File: src/design/utrf_pkg.sv
// Shared types, constants and reset values for the UART transceiver with receive FIFO.
`timescale 1ns / 1ps
package utrf_pkg;

  localparam int unsigned FIFO_DEPTH_DEF = 64;

  localparam int unsigned BIT_TIME_W     = 16;
  localparam int unsigned FIRST_SAMPLE_W = 17;
  localparam int unsigned BYTE_W         = 8;
  localparam int unsigned FILL_W         = 6;
  localparam int unsigned CFG_INDEX_W    = 2;
  localparam int unsigned CFG_DATA_W     = 17;
  localparam int unsigned BIT_INDEX_W    = 4;

  localparam logic [BIT_TIME_W-1:0]     BIT_TIME_RST     = 16'd8333;
  localparam logic [FIRST_SAMPLE_W-1:0] FIRST_SAMPLE_RST = 17'd10610;

  // Frame positions: start bit is 0, data bits 1..8, stop bits after.
  localparam logic [BIT_INDEX_W-1:0] DATA_BITS   = 4'd8;
  localparam logic [BIT_INDEX_W-1:0] TX_END_ONE  = 4'd10;
  localparam logic [BIT_INDEX_W-1:0] TX_END_TWO  = 4'd11;
  localparam logic [BIT_INDEX_W-1:0] RX_STOP_TWO = 4'd9;

  typedef enum logic [CFG_INDEX_W-1:0] {
    CFG_BIT_TIME     = 2'd0,
    CFG_FIRST_SAMPLE = 2'd1,
    CFG_TWO_STOP     = 2'd2
  } cfg_index_t;

  typedef struct packed {
    logic              rx_level;
    logic              tx_start;
    logic [BYTE_W-1:0] tx_data;
    logic              pop_req;
    logic              flush;
  } in_word_t;

  typedef struct packed {
    logic              tx_level;
    logic              tx_busy;
    logic              head_valid;
    logic [BYTE_W-1:0] head_data;
    logic [FILL_W-1:0] fill_count;
  } out_word_t;

  typedef struct packed {
    logic [BIT_TIME_W-1:0]     bit_time;
    logic [FIRST_SAMPLE_W-1:0] first_sample;
    logic                      two_stop;
  } cfg_regs_t;

  typedef struct packed {
    logic              push;
    logic [BYTE_W-1:0] data;
  } rx_push_t;

  typedef struct packed {
    logic              head_valid;
    logic [BYTE_W-1:0] head_data;
    logic [FILL_W-1:0] fill_count;
  } fifo_stat_t;

  // A timing register of zero counts as one tick.
  function automatic logic [BIT_TIME_W-1:0] bit_ticks(input logic [BIT_TIME_W-1:0] v);
    bit_ticks = (v == '0) ? BIT_TIME_W'(1) : v;
  endfunction

  function automatic logic [FIRST_SAMPLE_W-1:0] first_ticks(
    input logic [FIRST_SAMPLE_W-1:0] v
  );
    first_ticks = (v == '0) ? FIRST_SAMPLE_W'(1) : v;
  endfunction

endpackage

File: src/design/utrf_ram.sv
// Generic single-port-write, single-port-read RAM with registered read data.
`timescale 1ns / 1ps
module utrf_ram #(
  parameter int unsigned WIDTH = 8,
  parameter int unsigned DEPTH = 64
) (
  input  logic                     clk,
  input  logic                     wr_en,
  input  logic [$clog2(DEPTH)-1:0] wr_addr,
  input  logic [WIDTH-1:0]         wr_data,
  input  logic                     rd_en,
  input  logic [$clog2(DEPTH)-1:0] rd_addr,
  output logic [WIDTH-1:0]         rd_data
);

  logic [WIDTH-1:0] mem [DEPTH];
  logic [WIDTH-1:0] rd_data_r;

  always_ff @(posedge clk) begin
    if (wr_en) begin
      mem[wr_addr] <= wr_data;
    end
    if (rd_en) begin
      rd_data_r <= mem[rd_addr];
    end
  end

  assign rd_data = rd_data_r;

endmodule

File: src/design/utrf_rx.sv
// Receive engine: start edge detect, bit sampling and stop-time wait.
`timescale 1ns / 1ps
module utrf_rx (
  input  logic                clk,
  input  logic                rst_n,
  input  logic                step,
  input  logic                rx_level,
  input  utrf_pkg::cfg_regs_t cfg,
  output utrf_pkg::rx_push_t  push
);
  import utrf_pkg::*;

  logic                      prev_r, prev_nxt;
  logic                      active_r, active_nxt;
  logic [FIRST_SAMPLE_W-1:0] timer_r, timer_nxt;
  logic [BIT_INDEX_W-1:0]    idx_r, idx_nxt;
  logic [BYTE_W-1:0]         shift_r, shift_nxt;
  logic [FIRST_SAMPLE_W-1:0] timer_dec;
  logic [FIRST_SAMPLE_W-1:0] bit_reload;

  assign timer_dec  = timer_r - 1'b1;
  assign bit_reload = FIRST_SAMPLE_W'(bit_ticks(cfg.bit_time));

  always_comb begin
    prev_nxt   = rx_level;
    active_nxt = active_r;
    timer_nxt  = timer_r;
    idx_nxt    = idx_r;
    shift_nxt  = shift_r;
    push.push  = 1'b0;
    push.data  = shift_r;
    if (!active_r) begin
      if (prev_r && !rx_level) begin
        active_nxt = 1'b1;
        timer_nxt  = first_ticks(cfg.first_sample);
        idx_nxt    = '0;
        shift_nxt  = '0;
      end
    end else begin
      timer_nxt = timer_dec;
      if (timer_dec == '0) begin
        if (idx_r < DATA_BITS) begin
          shift_nxt = {rx_level, shift_r[BYTE_W-1:1]};
          idx_nxt   = idx_r + 1'b1;
          timer_nxt = bit_reload;
        end else if (idx_r == DATA_BITS && cfg.two_stop) begin
          idx_nxt   = RX_STOP_TWO;
          timer_nxt = bit_reload;
        end else begin
          push.push  = 1'b1;
          active_nxt = 1'b0;
          idx_nxt    = '0;
        end
      end
    end
  end

  always_ff @(posedge clk) begin
    if (!rst_n) begin
      prev_r   <= 1'b1;
      active_r <= 1'b0;
      timer_r  <= '0;
      idx_r    <= '0;
      shift_r  <= '0;
    end else if (step) begin
      prev_r   <= prev_nxt;
      active_r <= active_nxt;
      timer_r  <= timer_nxt;
      idx_r    <= idx_nxt;
      shift_r  <= shift_nxt;
    end
  end

  a_rx_idx_range: assert property (@(posedge clk) disable iff (!rst_n)
    idx_r <= RX_STOP_TWO)
    else $error("rx bit index out of range");

  a_rx_idle_idx: assert property (@(posedge clk) disable iff (!rst_n)
    !active_r |-> idx_r == '0)
    else $error("rx idle with nonzero bit index");

  a_rx_push_ends: assert property (@(posedge clk) disable iff (!rst_n)
    step && push.push |=> !active_r)
    else $error("rx still active after delivering a byte");

endmodule

File: src/design/utrf_tx.sv
// Transmit engine: start, data and stop bits, each held for one bit time.
`timescale 1ns / 1ps
module utrf_tx (
  input  logic                         clk,
  input  logic                         rst_n,
  input  logic                         step,
  input  logic                         tx_start,
  input  logic [utrf_pkg::BYTE_W-1:0]  tx_data,
  input  utrf_pkg::cfg_regs_t          cfg,
  output logic                         tx_level,
  output logic                         tx_busy
);
  import utrf_pkg::*;

  logic                   active_r, active_nxt;
  logic [BIT_TIME_W-1:0]  timer_r, timer_nxt;
  logic [BIT_INDEX_W-1:0] idx_r, idx_nxt;
  logic [BYTE_W-1:0]      shift_r, shift_nxt;
  logic                   run;
  logic [BIT_TIME_W-1:0]  timer_cur, timer_dec;
  logic [BIT_INDEX_W-1:0] idx_cur, idx_inc;
  logic [BYTE_W-1:0]      shift_cur;
  logic                   in_data;

  // A start request on an idle transmitter loads the frame this same tick.
  assign run       = active_r || tx_start;
  assign timer_cur = active_r ? timer_r : bit_ticks(cfg.bit_time);
  assign idx_cur   = active_r ? idx_r : '0;
  assign shift_cur = active_r ? shift_r : tx_data;
  assign timer_dec = timer_cur - 1'b1;
  assign idx_inc   = idx_cur + 1'b1;
  assign in_data   = (idx_cur != '0) && (idx_cur <= DATA_BITS);

  always_comb begin
    tx_busy    = run;
    tx_level   = 1'b1;
    active_nxt = active_r;
    timer_nxt  = timer_r;
    idx_nxt    = idx_r;
    shift_nxt  = shift_r;
    if (run) begin
      if (idx_cur == '0) begin
        tx_level = 1'b0;
      end else if (in_data) begin
        tx_level = shift_cur[0];
      end
      active_nxt = 1'b1;
      timer_nxt  = timer_dec;
      idx_nxt    = idx_cur;
      shift_nxt  = shift_cur;
      if (timer_dec == '0) begin
        if (in_data) begin
          shift_nxt = shift_cur >> 1;
        end
        if (idx_inc >= (cfg.two_stop ? TX_END_TWO : TX_END_ONE)) begin
          active_nxt = 1'b0;
          idx_nxt    = '0;
        end else begin
          idx_nxt   = idx_inc;
          timer_nxt = bit_ticks(cfg.bit_time);
        end
      end
    end
  end

  always_ff @(posedge clk) begin
    if (!rst_n) begin
      active_r <= 1'b0;
      timer_r  <= '0;
      idx_r    <= '0;
      shift_r  <= '0;
    end else if (step) begin
      active_r <= active_nxt;
      timer_r  <= timer_nxt;
      idx_r    <= idx_nxt;
      shift_r  <= shift_nxt;
    end
  end

  a_tx_idx_range: assert property (@(posedge clk) disable iff (!rst_n)
    idx_r < TX_END_TWO)
    else $error("tx bit index out of range");

  a_tx_idle_idx: assert property (@(posedge clk) disable iff (!rst_n)
    !active_r |-> idx_r == '0)
    else $error("tx idle with nonzero bit index");

  a_tx_timer_live: assert property (@(posedge clk) disable iff (!rst_n)
    active_r |-> timer_r != '0)
    else $error("tx active with expired timer");

endmodule

File: src/design/utrf_fifo.sv
// Receive ring FIFO: pointers, fill count and registered head read.
`timescale 1ns / 1ps
module utrf_fifo #(
  parameter int unsigned FIFO_DEPTH = utrf_pkg::FIFO_DEPTH_DEF
) (
  input  logic                 clk,
  input  logic                 rst_n,
  input  logic                 step,
  input  logic                 pop_req,
  input  logic                 flush,
  input  utrf_pkg::rx_push_t   push,
  output utrf_pkg::fifo_stat_t stat
);
  import utrf_pkg::*;

  localparam int unsigned PTR_W = $clog2(FIFO_DEPTH);
  localparam int unsigned CNT_W = PTR_W + 1;
  localparam logic [PTR_W-1:0] PTR_LAST  = PTR_W'(FIFO_DEPTH - 1);
  localparam logic [CNT_W-1:0] DEPTH_CNT = CNT_W'(FIFO_DEPTH);

  logic [PTR_W-1:0]  wr_ptr_r, wr_ptr_nxt;
  logic [PTR_W-1:0]  rd_ptr_r, rd_ptr_nxt;
  logic              valid_r;
  logic [FILL_W-1:0] fill_r;
  logic              byp_r;
  logic [BYTE_W-1:0] byp_data_r;
  logic [PTR_W-1:0]  rd_after_pop, wr_inc;
  logic              do_write;
  logic [CNT_W-1:0]  fill_nxt;
  logic [BYTE_W-1:0] ram_rdata;

  function automatic logic [PTR_W-1:0] ptr_inc(input logic [PTR_W-1:0] p);
    ptr_inc = (p == PTR_LAST) ? '0 : p + 1'b1;
  endfunction

  // Pop sees the FIFO as it stood before this tick, then the write, then flush.
  assign rd_after_pop = (pop_req && wr_ptr_r != rd_ptr_r) ? ptr_inc(rd_ptr_r) : rd_ptr_r;
  assign wr_inc       = ptr_inc(wr_ptr_r);
  assign do_write     = push.push && (wr_inc != rd_after_pop);
  assign wr_ptr_nxt   = flush ? '0 : (do_write ? wr_inc : wr_ptr_r);
  assign rd_ptr_nxt   = flush ? '0 : rd_after_pop;
  assign fill_nxt     = (wr_ptr_nxt >= rd_ptr_nxt)
                        ? {1'b0, wr_ptr_nxt} - {1'b0, rd_ptr_nxt}
                        : {1'b0, wr_ptr_nxt} + DEPTH_CNT - {1'b0, rd_ptr_nxt};

  utrf_ram #(
    .WIDTH (BYTE_W),
    .DEPTH (FIFO_DEPTH)
  ) u_ram (
    .clk     (clk),
    .wr_en   (step && do_write),
    .wr_addr (wr_ptr_r),
    .wr_data (push.data),
    .rd_en   (step),
    .rd_addr (rd_ptr_nxt),
    .rd_data (ram_rdata)
  );

  always_ff @(posedge clk) begin
    if (!rst_n) begin
      wr_ptr_r <= '0;
      rd_ptr_r <= '0;
      valid_r  <= 1'b0;
      fill_r   <= '0;
      byp_r    <= 1'b0;
    end else if (step) begin
      wr_ptr_r <= wr_ptr_nxt;
      rd_ptr_r <= rd_ptr_nxt;
      valid_r  <= wr_ptr_nxt != rd_ptr_nxt;
      fill_r   <= FILL_W'(fill_nxt);
      // The RAM reads old contents while the same entry is written: forward.
      byp_r    <= do_write && (wr_ptr_r == rd_ptr_nxt);
    end
  end

  always_ff @(posedge clk) begin
    if (step) begin
      byp_data_r <= push.data;
    end
  end

  assign stat.head_valid = valid_r;
  assign stat.head_data  = valid_r ? (byp_r ? byp_data_r : ram_rdata) : '0;
  assign stat.fill_count = fill_r;

  a_fifo_ptr_range: assert property (@(posedge clk) disable iff (!rst_n)
    wr_ptr_r <= PTR_LAST && rd_ptr_r <= PTR_LAST)
    else $error("fifo pointer beyond depth");

  a_fifo_flush_empty: assert property (@(posedge clk) disable iff (!rst_n)
    step && flush |=> !valid_r && fill_r == '0)
    else $error("fifo not empty after flush");

  a_fifo_valid_ptrs: assert property (@(posedge clk) disable iff (!rst_n)
    valid_r == (wr_ptr_r != rd_ptr_r))
    else $error("fifo head valid disagrees with pointers");

endmodule

File: src/design/uart_transceiver_rx_fifo_core.sv
// Top level: full-duplex UART transceiver with receive ring FIFO.
`timescale 1ns / 1ps
// Every input word is one tick of the line time base; every word accepted
// yields exactly one result word describing that tick. The block takes one
// word per clock while the output register is free or draining: a word is
// held in the input register, then the receiver, transmitter and FIFO
// pointers advance together and the result lands in the output register
// (and the FIFO RAM's registered read port). The input register refills
// in the same cycle the output register is taken, so the rate is set only
// by the sink: with out_ready held high, one result per
// clock. The receiver starts a frame on a falling edge while idle, samples
// eight bits LSB first at first_sample and then every bit_time ticks, waits
// one or two stop times (two_stop) without checking the line, and pushes the
// byte, dropping it when the FIFO is full. The FIFO holds FIFO_DEPTH - 1
// bytes; within one tick pop acts first, then the received byte is written,
// then flush clears everything. The transmitter starts on tx_start only
// while idle and sends start, eight data bits and one or two stop bits.
// tx_level and tx_busy describe the line during the tick; head_valid,
// head_data (zero when empty) and fill_count (low six bits) show the FIFO
// after the tick. Configuration words (index 0 bit_time, 1 first_sample,
// 2 two_stop; other indexes ignored) are always taken and should be written
// only while no word is in flight. A zero timing value counts as one tick.
// The FIFO RAM contents are not cleared at reset; no entry is ever shown
// before it is written, so no clearing pass is needed.
module uart_transceiver_rx_fifo_core #(
  parameter int unsigned FIFO_DEPTH = utrf_pkg::FIFO_DEPTH_DEF
) (
  input  logic                             clk,
  input  logic                             rst_n,
  input  logic                             in_valid,
  output logic                             in_ready,
  input  utrf_pkg::in_word_t               in_data,
  output logic                             out_valid,
  input  logic                             out_ready,
  output utrf_pkg::out_word_t              out_data,
  input  logic                             cfg_valid,
  output logic                             cfg_ready,
  input  logic [utrf_pkg::CFG_INDEX_W-1:0] cfg_index,
  input  logic [utrf_pkg::CFG_DATA_W-1:0]  cfg_data
);
  import utrf_pkg::*;

  logic       in_valid_r;
  in_word_t   in_word_r;
  logic       out_valid_r;
  logic       tx_level_r;
  logic       tx_busy_r;
  logic       step;
  cfg_regs_t  cfg_r;
  rx_push_t   rx_push;
  fifo_stat_t fifo_stat;
  logic       tx_level;
  logic       tx_busy;

  // Advance the held word whenever the output register is free or draining.
  assign step      = in_valid_r && (!out_valid_r || out_ready);
  assign in_ready  = !in_valid_r || step;
  assign cfg_ready = 1'b1;

  always_ff @(posedge clk) begin
    if (!rst_n) begin
      in_valid_r  <= 1'b0;
      out_valid_r <= 1'b0;
      tx_level_r  <= 1'b1;
      tx_busy_r   <= 1'b0;
    end else begin
      if (in_ready) begin
        in_valid_r <= in_valid;
      end
      if (step) begin
        out_valid_r <= 1'b1;
        tx_level_r  <= tx_level;
        tx_busy_r   <= tx_busy;
      end else if (out_ready) begin
        out_valid_r <= 1'b0;
      end
    end
  end

  always_ff @(posedge clk) begin
    if (in_valid && in_ready) begin
      in_word_r <= in_data;
    end
  end

  // Configuration registers; unknown indexes are dropped.
  always_ff @(posedge clk) begin
    if (!rst_n) begin
      cfg_r.bit_time     <= BIT_TIME_RST;
      cfg_r.first_sample <= FIRST_SAMPLE_RST;
      cfg_r.two_stop     <= 1'b0;
    end else if (cfg_valid && cfg_ready) begin
      case (cfg_index)
        CFG_BIT_TIME:     cfg_r.bit_time     <= cfg_data[BIT_TIME_W-1:0];
        CFG_FIRST_SAMPLE: cfg_r.first_sample <= cfg_data[FIRST_SAMPLE_W-1:0];
        CFG_TWO_STOP:     cfg_r.two_stop     <= cfg_data[0];
        default: begin
        end
      endcase
    end
  end

  utrf_rx u_rx (
    .clk      (clk),
    .rst_n    (rst_n),
    .step     (step),
    .rx_level (in_word_r.rx_level),
    .cfg      (cfg_r),
    .push     (rx_push)
  );

  utrf_tx u_tx (
    .clk      (clk),
    .rst_n    (rst_n),
    .step     (step),
    .tx_start (in_word_r.tx_start),
    .tx_data  (in_word_r.tx_data),
    .cfg      (cfg_r),
    .tx_level (tx_level),
    .tx_busy  (tx_busy)
  );

  utrf_fifo #(
    .FIFO_DEPTH (FIFO_DEPTH)
  ) u_fifo (
    .clk     (clk),
    .rst_n   (rst_n),
    .step    (step),
    .pop_req (in_word_r.pop_req),
    .flush   (in_word_r.flush),
    .push    (rx_push),
    .stat    (fifo_stat)
  );

  assign out_valid           = out_valid_r;
  assign out_data.tx_level   = tx_level_r;
  assign out_data.tx_busy    = tx_busy_r;
  assign out_data.head_valid = fifo_stat.head_valid;
  assign out_data.head_data  = fifo_stat.head_data;
  assign out_data.fill_count = fifo_stat.fill_count;

  a_idle_line_high: assert property (@(posedge clk) disable iff (!rst_n)
    out_valid_r && !tx_busy_r |-> tx_level_r)
    else $error("transmit line low while transmitter idle");

  a_step_gives_result: assert property (@(posedge clk) disable iff (!rst_n)
    step |=> out_valid_r)
    else $error("advanced word produced no result");

  a_head_matches_fill: assert property (@(posedge clk) disable iff (!rst_n)
    out_valid_r && fifo_stat.head_valid |-> fifo_stat.fill_count != '0 || FIFO_DEPTH > 64)
    else $error("head valid with zero fill count");

  a_empty_head_zero: assert property (@(posedge clk) disable iff (!rst_n)
    out_valid_r && !fifo_stat.head_valid |-> fifo_stat.head_data == '0)
    else $error("head data nonzero on empty fifo");

endmodule

File: config.mk
export PLATFORM = sky130hd
export DESIGN_NAME = uart_transceiver_rx_fifo_core
export DESIGN_NICKNAME = d
export VERILOG_FILES = /design/src/design/utrf_pkg.sv /design/src/design/utrf_ram.sv /design/src/design/utrf_rx.sv /design/src/design/utrf_tx.sv /design/src/design/utrf_fifo.sv /design/src/design/uart_transceiver_rx_fifo_core.sv
export SDC_FILE = /design/constraint.sdc
export NUM_CORES = 1
export LEC_CHECK = 0
export BUFFER_PORTS_ARGS = -buffer_cell sky130_fd_sc_hd__buf_2
export CORE_MARGIN = 3
export CORE_UTILIZATION = 28
export CTS_BUF_LIST = sky130_fd_sc_hd__clkbuf_16
export DETAILED_ROUTE_END_ITERATION = 7
export GPL_ROUTABILITY_DRIVEN = 0
export GPL_TIMING_DRIVEN = 0
export HOLD_SLACK_MARGIN = 0.03
export SLEW_MARGIN = 20
export SYNTH_ARGS = -nofsm -noshare
export SYNTH_HDL_FRONTEND = slang
export SYNTH_SLANG_ARGS = --single-unit
export TNS_END_PERCENT = 1
File: constraint.sdc
create_clock -name clk -period 4.58 [get_ports clk]
set_clock_uncertainty 0.2 [all_clocks]
set_input_delay 0.916 -clock clk [delete_from_list [all_inputs] [get_ports clk]]
set_output_delay 0.916 -clock clk [all_outputs]
set_load 0.01 [all_outputs]
-- Word-level counts from Yosys, hierarchy flattened
Memory sizes are Yosys's and may differ from the RTL's. A register that Yosys moved wholly into a read port is not among the register bits.
Index checks and enable logic that the tools add are counted.
- bits in writable memories: 512
- memories kept: 1
- bits of input ports: 36
- flip-flop bits (word level): 138
- bits in latches: 0
- output and inout port bits: 20
- logic and storage cells: 136
- bits in read-only memories: 0
- equality and inequality tests: 11
- muxes and demuxes: 53
- shift-type cells: 0
- div/mod/pow operators: 0
- $mul: 0
- order comparisons: 4
- add/sub/neg operators: 9
- reduce and logical (&&, ||, !) cells: 31
- bitwise logic cells: 0
- memory list (memory ; depth ; bits a word ; read ports ; clocked after memory_dff ; write ports ; line ; RTL):
    u_fifo.u_ram.mem ; 64 ; 8 ; 1 ; 1 ; 1 ; utrf_ram.sv:16 ; logic [WIDTH-1:0] mem [DEPTH];
- operator list (operator ; count):
    17-bit two-way mux ; 6
    8-bit two-way mux ; 9
    16-bit two-way mux ; 4
    6-bit two-way mux ; 7
    17-bit zero test ; 2
    16-bit zero test ; 2
    4-bit two-way mux ; 8
    1-bit two-way mux ; 19
    6-bit by 1-bit adder with 6-bit output (second input constant) ; 3
    6-bit != test ; 3
    17-bit by 1-bit subtractor with 17-bit output (second input constant) ; 1
    16-bit by 1-bit subtractor with 16-bit output (second input constant) ; 1
    6-bit == test (second input constant) ; 2
    6-bit subtractor ; 2
    2-bit AND reduction ; 5
    1-bit logical AND ; 9
    4-bit by 1-bit adder with 4-bit output (second input constant) ; 2
    6-bit == test ; 1
    6-bit >= comparator ; 1
    4-bit == test (second input constant) ; 1
    4-bit >= comparator ; 1
    4-bit less-or-equal comparator (second input constant) ; 1
    4-bit zero test ; 1
    4-bit < comparator (second input constant) ; 1
    10 further kinds ; 16

-- Longest topological paths before layout
- depth after elaboration: 12
- mapped depth: 22
- mapped depth without buffers: 20

-- By module
From an unflattened synthesis, not the netlist that was laid out.
- cells, all modules: 2015
- area, all modules: 29181.7 um^2
- by module, submodules not included (module ; area each (um^2) ; cells an instance ; seq. area each (um^2) ; times used):
    utrf_ram ; 20246.9 ; 940 ; 15615.0 ; 1
    utrf_tx ; 2467.4 ; 321 ; 580.6 ; 1
    utrf_fifo ; 2391.0 ; 291 ; 640.6 ; 1
    utrf_rx ; 2262.2 ; 282 ; 620.6 ; 1
    uart_transceiver_rx_fifo_core ; 1814.2 ; 181 ; 1121.1 ; 1

-- Worst setup path before layout
No wires, ideal clock.
- kind: reg-to-reg
- start point: register u_tx.active_r
- end point: register u_tx.shift_r[0]
- setup time: 0.114 ns
- clock period less this slack: 4.476 ns
- data required time: 4.266 ns
- arrival: 4.162 ns
- cell stages (with the launch flop): 17
- buffers on the path: 5
- path slack: 0.104 ns
- cells stage by stage: dfxtp_1 -> buf_4 -> buf_6 -> buf_2 -> clkbuf_1 -> clkbuf_1 -> mux2i_1 -> ha_1 -> o211ai_1 -> nor4_1 -> o221ai_1 -> a2111oi_2 -> or4b_4 -> nor2_8 -> mux4_2 -> nand3_1 -> nand2_1
- cells in the longest elaborated chain, start to end: 5
- elaborated cells between the ends (all ways): 12
- those cells by class: add/sub: 1; order compare: 1; mux: 5; reduce/logical: 5
- RTL lines (what ; line ; RTL):
    start, declared ; utrf_tx.sv:15 ; logic active_r, active_nxt;
    start signal, assigned ; utrf_tx.sv:73 ; active_r <= active_nxt;
    branches (longest 5 deep; another with 16-bit by 1-bit subtractor with 16-bit output) ; n/a ;
    end signal, assigned ; utrf_tx.sv:76 ; shift_r <= shift_nxt;
    end, declared ; utrf_tx.sv:18 ; logic [BYTE_W-1:0] shift_r, shift_nxt;
Several ways; the timed one is not identified.
A chain may end at the register's enable or synchronous reset.

-- Final worst setup path
- start point: register u_fifo.rd_ptr_r[0]
- end point: memory u_fifo.u_ram.mem[59][6], enable pin
- cells in the longest elaborated chain, start to end: 8
- elaborated cells between the ends (all ways): 11
- those cells by class: add/sub: 1; eq/ne: 3; mux: 4; reduce/logical: 3
- RTL lines (what ; line ; RTL):
    start, declared ; utrf_fifo.sv:22 ; logic [PTR_W-1:0] rd_ptr_r, rd_ptr_nxt;
    start signal, assigned ; utrf_fifo.sv:68 ; rd_ptr_r <= rd_ptr_nxt;
    6-bit by 1-bit adder with 6-bit output, or another cell as far along ; utrf_fifo.sv:33 ; ptr_inc = (p == PTR_LAST) ? '0 : p + 1'b1;
    6-bit two-way mux / 1-bit logical AND (equally long branches) ; utrf_fifo.sv:33, utrf_fifo.sv:37 ;
    6-bit two-way mux (*) ; utrf_fifo.sv:37 ; assign rd_after_pop = (pop_req && wr_ptr_r != rd_ptr_r) ? ptr_inc(rd_ptr_r) : rd_ptr_r;
    6-bit != test (*) ; utrf_fifo.sv:39 ; assign do_write = push.push && (wr_inc != rd_after_pop);
    1-bit logical AND (*) ; utrf_fifo.sv:39 ;
    1-bit logical AND (*) ; utrf_fifo.sv:51 ; .wr_en (step && do_write),
    1-bit two-way mux (*) ; utrf_ram.sv:20 ; if (wr_en) begin
    1-bit two-way mux (not written as such) (*) ; utrf_ram.sv:21 ; mem[wr_addr] <= wr_data;
    end, declared ; utrf_ram.sv:16 ;
Mark *: on every way between the ends. The rest lies on a longest branch, timed or not.

==> qor.txt <==
Commonest non-fill, non-tap cell in the layout - edfxtp_1
Starting Density - 28.4%
Iteration-0 DRC Markers - 2500
Post-synth EDFFs - 540
Share of cells above drive strength 1 - 16.8%
Largest area contributor in the netlist - edfxtp_1
Worst Hold Class - reg -> reg
Root buffer cell - clkbuf_16
Vias in the first global route - 19.8k
Hpwl dp - 60800 um
Post-synth top flop - edfxtp_1
Max-cap viol count - 0
Ports - 56
Overall power - 12.8 mW
Crit Path Max Fanout - 8
Yosys top cell area share - 55.9%
Max-slew violation count - 0
RSZ-0062 raised after global routing - yes
Die W - 328 um
Non-filler instance count after layout - 3916
Power Density - 372 nW/um^2
Clk pwr share - 46.4%
Gr usage total - 16.6%
H-tree levels - 3
Failing checks - setup timing
Via-to-Cell Ratio - 5.33
CP required - 4650 ps
Buf+Inv Stages, Crit Path - 1
Area of the core - 102000 um^2
# hold bufs at CTS - 0
CTS tree - built
Leakage dissipation - 10.7 nW
VDD IR max - 0.265 mV
FF+latch count, synth - 658
Yosys warnings - 0
Crit-path max cell delay - 600 ps
Status - finished with violations
Initial antenna violation count - 0
Setup WS post-layout - -34.8 ps
DRT Wirelength - 91300 um
Clock sink count - 658
Pre-Repair DR Iteration Count - 5
Die area - 108000 um^2
Vias after detailed routing - 20.9k
Placed insts - 3777
Grt total ovfl - 0
Reg power frac - 50.5%
Clock Latency Late Sink - 640 ps
Layout area overhead - 18.8%
Crit. End Element - register
Row cnt - 117
Slew margin rel. - 17.7%
Min Clock Period, post-route - 4610 ps
Synth area leaders - edfxtp_1, dfxtp_1, mux2i_1
Chip height - 328 um
CP Data Arrival Time - 4680 ps
NumNets Final - 2542
Asr flop ratio synth - 0%
TritonCTS buffer count - 71
Most common cell on crit path - or3_4
Setup violators final - 24
Synth Instances - 2350
First-pass GRT wire length - 133000 um
Post-route antenna net violation count - 0
Worst setup SP type - register
Slew @ Worst Pin - 1240 ps
Syn avg cell area - 12.4 um^2
Pint - 10.0 mW
Comb pwr share - 3.1%
Residual DRC count - 0
Net Switching - 2.80 mW
Final Hold Vio Count - 0
Critical path's slowest cell - nand3_2
Achievable Freq - 217 MHz
Crit share post-route - 101%
Syn Nets - 2403
DR WL/cell - 23.3 um
Largest delay share family, worst path - simple AND/OR/NAND/NOR gates
CP Cell Sequence - ha_2, nand2_1, or3_4, a221o_1, a21o_4, xnor2_4, a2111oi_4, buf_4, or3_4, nor3_1, nand3_2, nor2_4
Sw Ratio - 21.8%
Largest net degree at the start of global routing - 69
Seq/Total Area, Yosys - 64.0%
Setup CP Type - reg -> reg
Ant. Diodes - 0
Clk slew on worst S/H paths - 60 ps
I/O Buffers - 53
Post-synthesis cell area - 29000 um^2
Buffer depth of the longest clock path - 3
Yosys cell types - 88
Commonest cells after routing, fill and taps aside - edfxtp_1, nand2_1, mux2i_1
## sequential cells by signal, indices dropped and copies added, names as in the netlist, 4 cells and up
name and flops:
u_fifo.u_ram.mem 512, cfg_r 34, u_rx.timer_r 17, u_tx.timer_r 16, in_word_r 12, u_fifo.byp_data_r 8
u_fifo.u_ram.rd_data 8, u_rx.shift_r 8, u_tx.shift_r 8, u_fifo.fill_r 6, u_fifo.rd_ptr_r 6, u_fifo.wr_ptr_r 6
u_rx.idx_r 4, u_tx.idx_r 4
## final timing paths
check                     startpoint                 endpoint  slack [ps]  cells after the start
hold / removal             tx_busy_r                tx_busy_r         270                      2
setup / recovery  u_fifo.rd_ptr_r[0]  u_fifo.u_ram.mem[59][6]         -30                     12
hold reg to reg            tx_busy_r                tx_busy_r         270                      2
setup reg to reg  u_fifo.rd_ptr_r[0]  u_fifo.u_ram.mem[59][6]         -30                     12
## repair_timing
action / CTS / global route
setup endpoints to repair: 556 / 486
setup buffers: 7 / 6
pin swaps: 3 / 12
gates resized for setup: 111 / 122
## tightest hold or removal path: cells and delay by family (launching register included)
family | cells | cell delay, ps
AO/OA/AOI/OAI | 1 | 60
flip-flops | 1 | 310
AND/OR/NAND/NOR | 1 | 50
## layer usage
metal / share of wire [%] / track usage, %
met1: 42 / 23.0
met2: 46 / 25.9
met3: 9.0 / 3.18
met4: 3.2 / 5.50
met5: 0 / 0
## power groups by stage
stage	combinational, mW	sequential, mW	clock, mW
after detailed placement	0.386	6.59	0
final	0.400	6.47	5.95
after CTS	0.390	6.47	6.00
after global routing	0.444	6.47	6.27
after global placement	0.384	6.60	0
after floorplan	0.272	6.58	0
## cell type report
type                    instances  area, um^2
fillers                      9990       67900
flip-flops and latches        658       18600
multi-input cells            1477       10200
clock buffers                  71        1780
well taps                    1368        1710
plain buffers                 177         866
clock inverters                61         644
repair buffers                 72         518
inverters                      32         120
## Yosys cell counts, types with 7 or more instances
cell,count
a21oi_1,97
or3_1,14
a31oi_1,20
mux4_2,8
o21a_1,7
nand4_1,8
nand2_1,282
edfxtp_1,540
a22oi_1,12
o31ai_1,9
xor2_1,18
and2_1,13
a211o_1,7
o21ai_0,88
nand3_1,102
o211ai_1,53
o22ai_1,23
or4_1,9
inv_1,29
a21boi_0,35
nor2b_1,49
o221ai_1,83
ha_1,16
clkbuf_1,122
nor3_1,27
buf_4,13
nor3b_1,7
mux2i_1,123
buf_2,35
nor2_1,136
xnor2_1,28
dfxtp_1,118
and3_1,17
o2111ai_1,9
nand3b_1,9
a311oi_1,20
mux2_2,23
buf_1,11
a211oi_1,28
nor4_1,17
## metrics by stage
| stage | TNS (ps) | worst slack (ps) | hold WS [ps] | area (um^2) | util (%) |
|---|---|---|---|---|---|
| global route | -4850 | -161 | 258 | 34500 | 33.7 |
| finish | -374 | -34.8 | 270 | 34500 | 33.7 |
| detailed placement | -147500 | -854 | 266 | 31200 | 30.5 |
| CTS | -9670 | -227 | 253 | 33900 | 33.2 |
| global placement | -125270 | -830 | 262 | 31000 | 30.3 |
| floorplan | 0 | 104 | 241 | 29000 | - |
## logic make-up (layout without fill, tap and decap cells)
family / after synthesis / in the layout / share of synthesized area (%)
DFF: 658 / 658 / 64.0
AOI/OAI and AO/OA: 540 / 540 / 13.0
adders and majority gates: 17 / 17 / 0.759
muxes: 157 / 157 / 5.96
other: 1 / 1 / 0.0129
and+or+nand+nor: 714 / 714 / 11.5
buffers and inverters: 215 / 413 / 3.15
xor gates and xnor gates: 48 / 48 / 1.56
No activity file was read; power rests on OpenSTA's default activity.
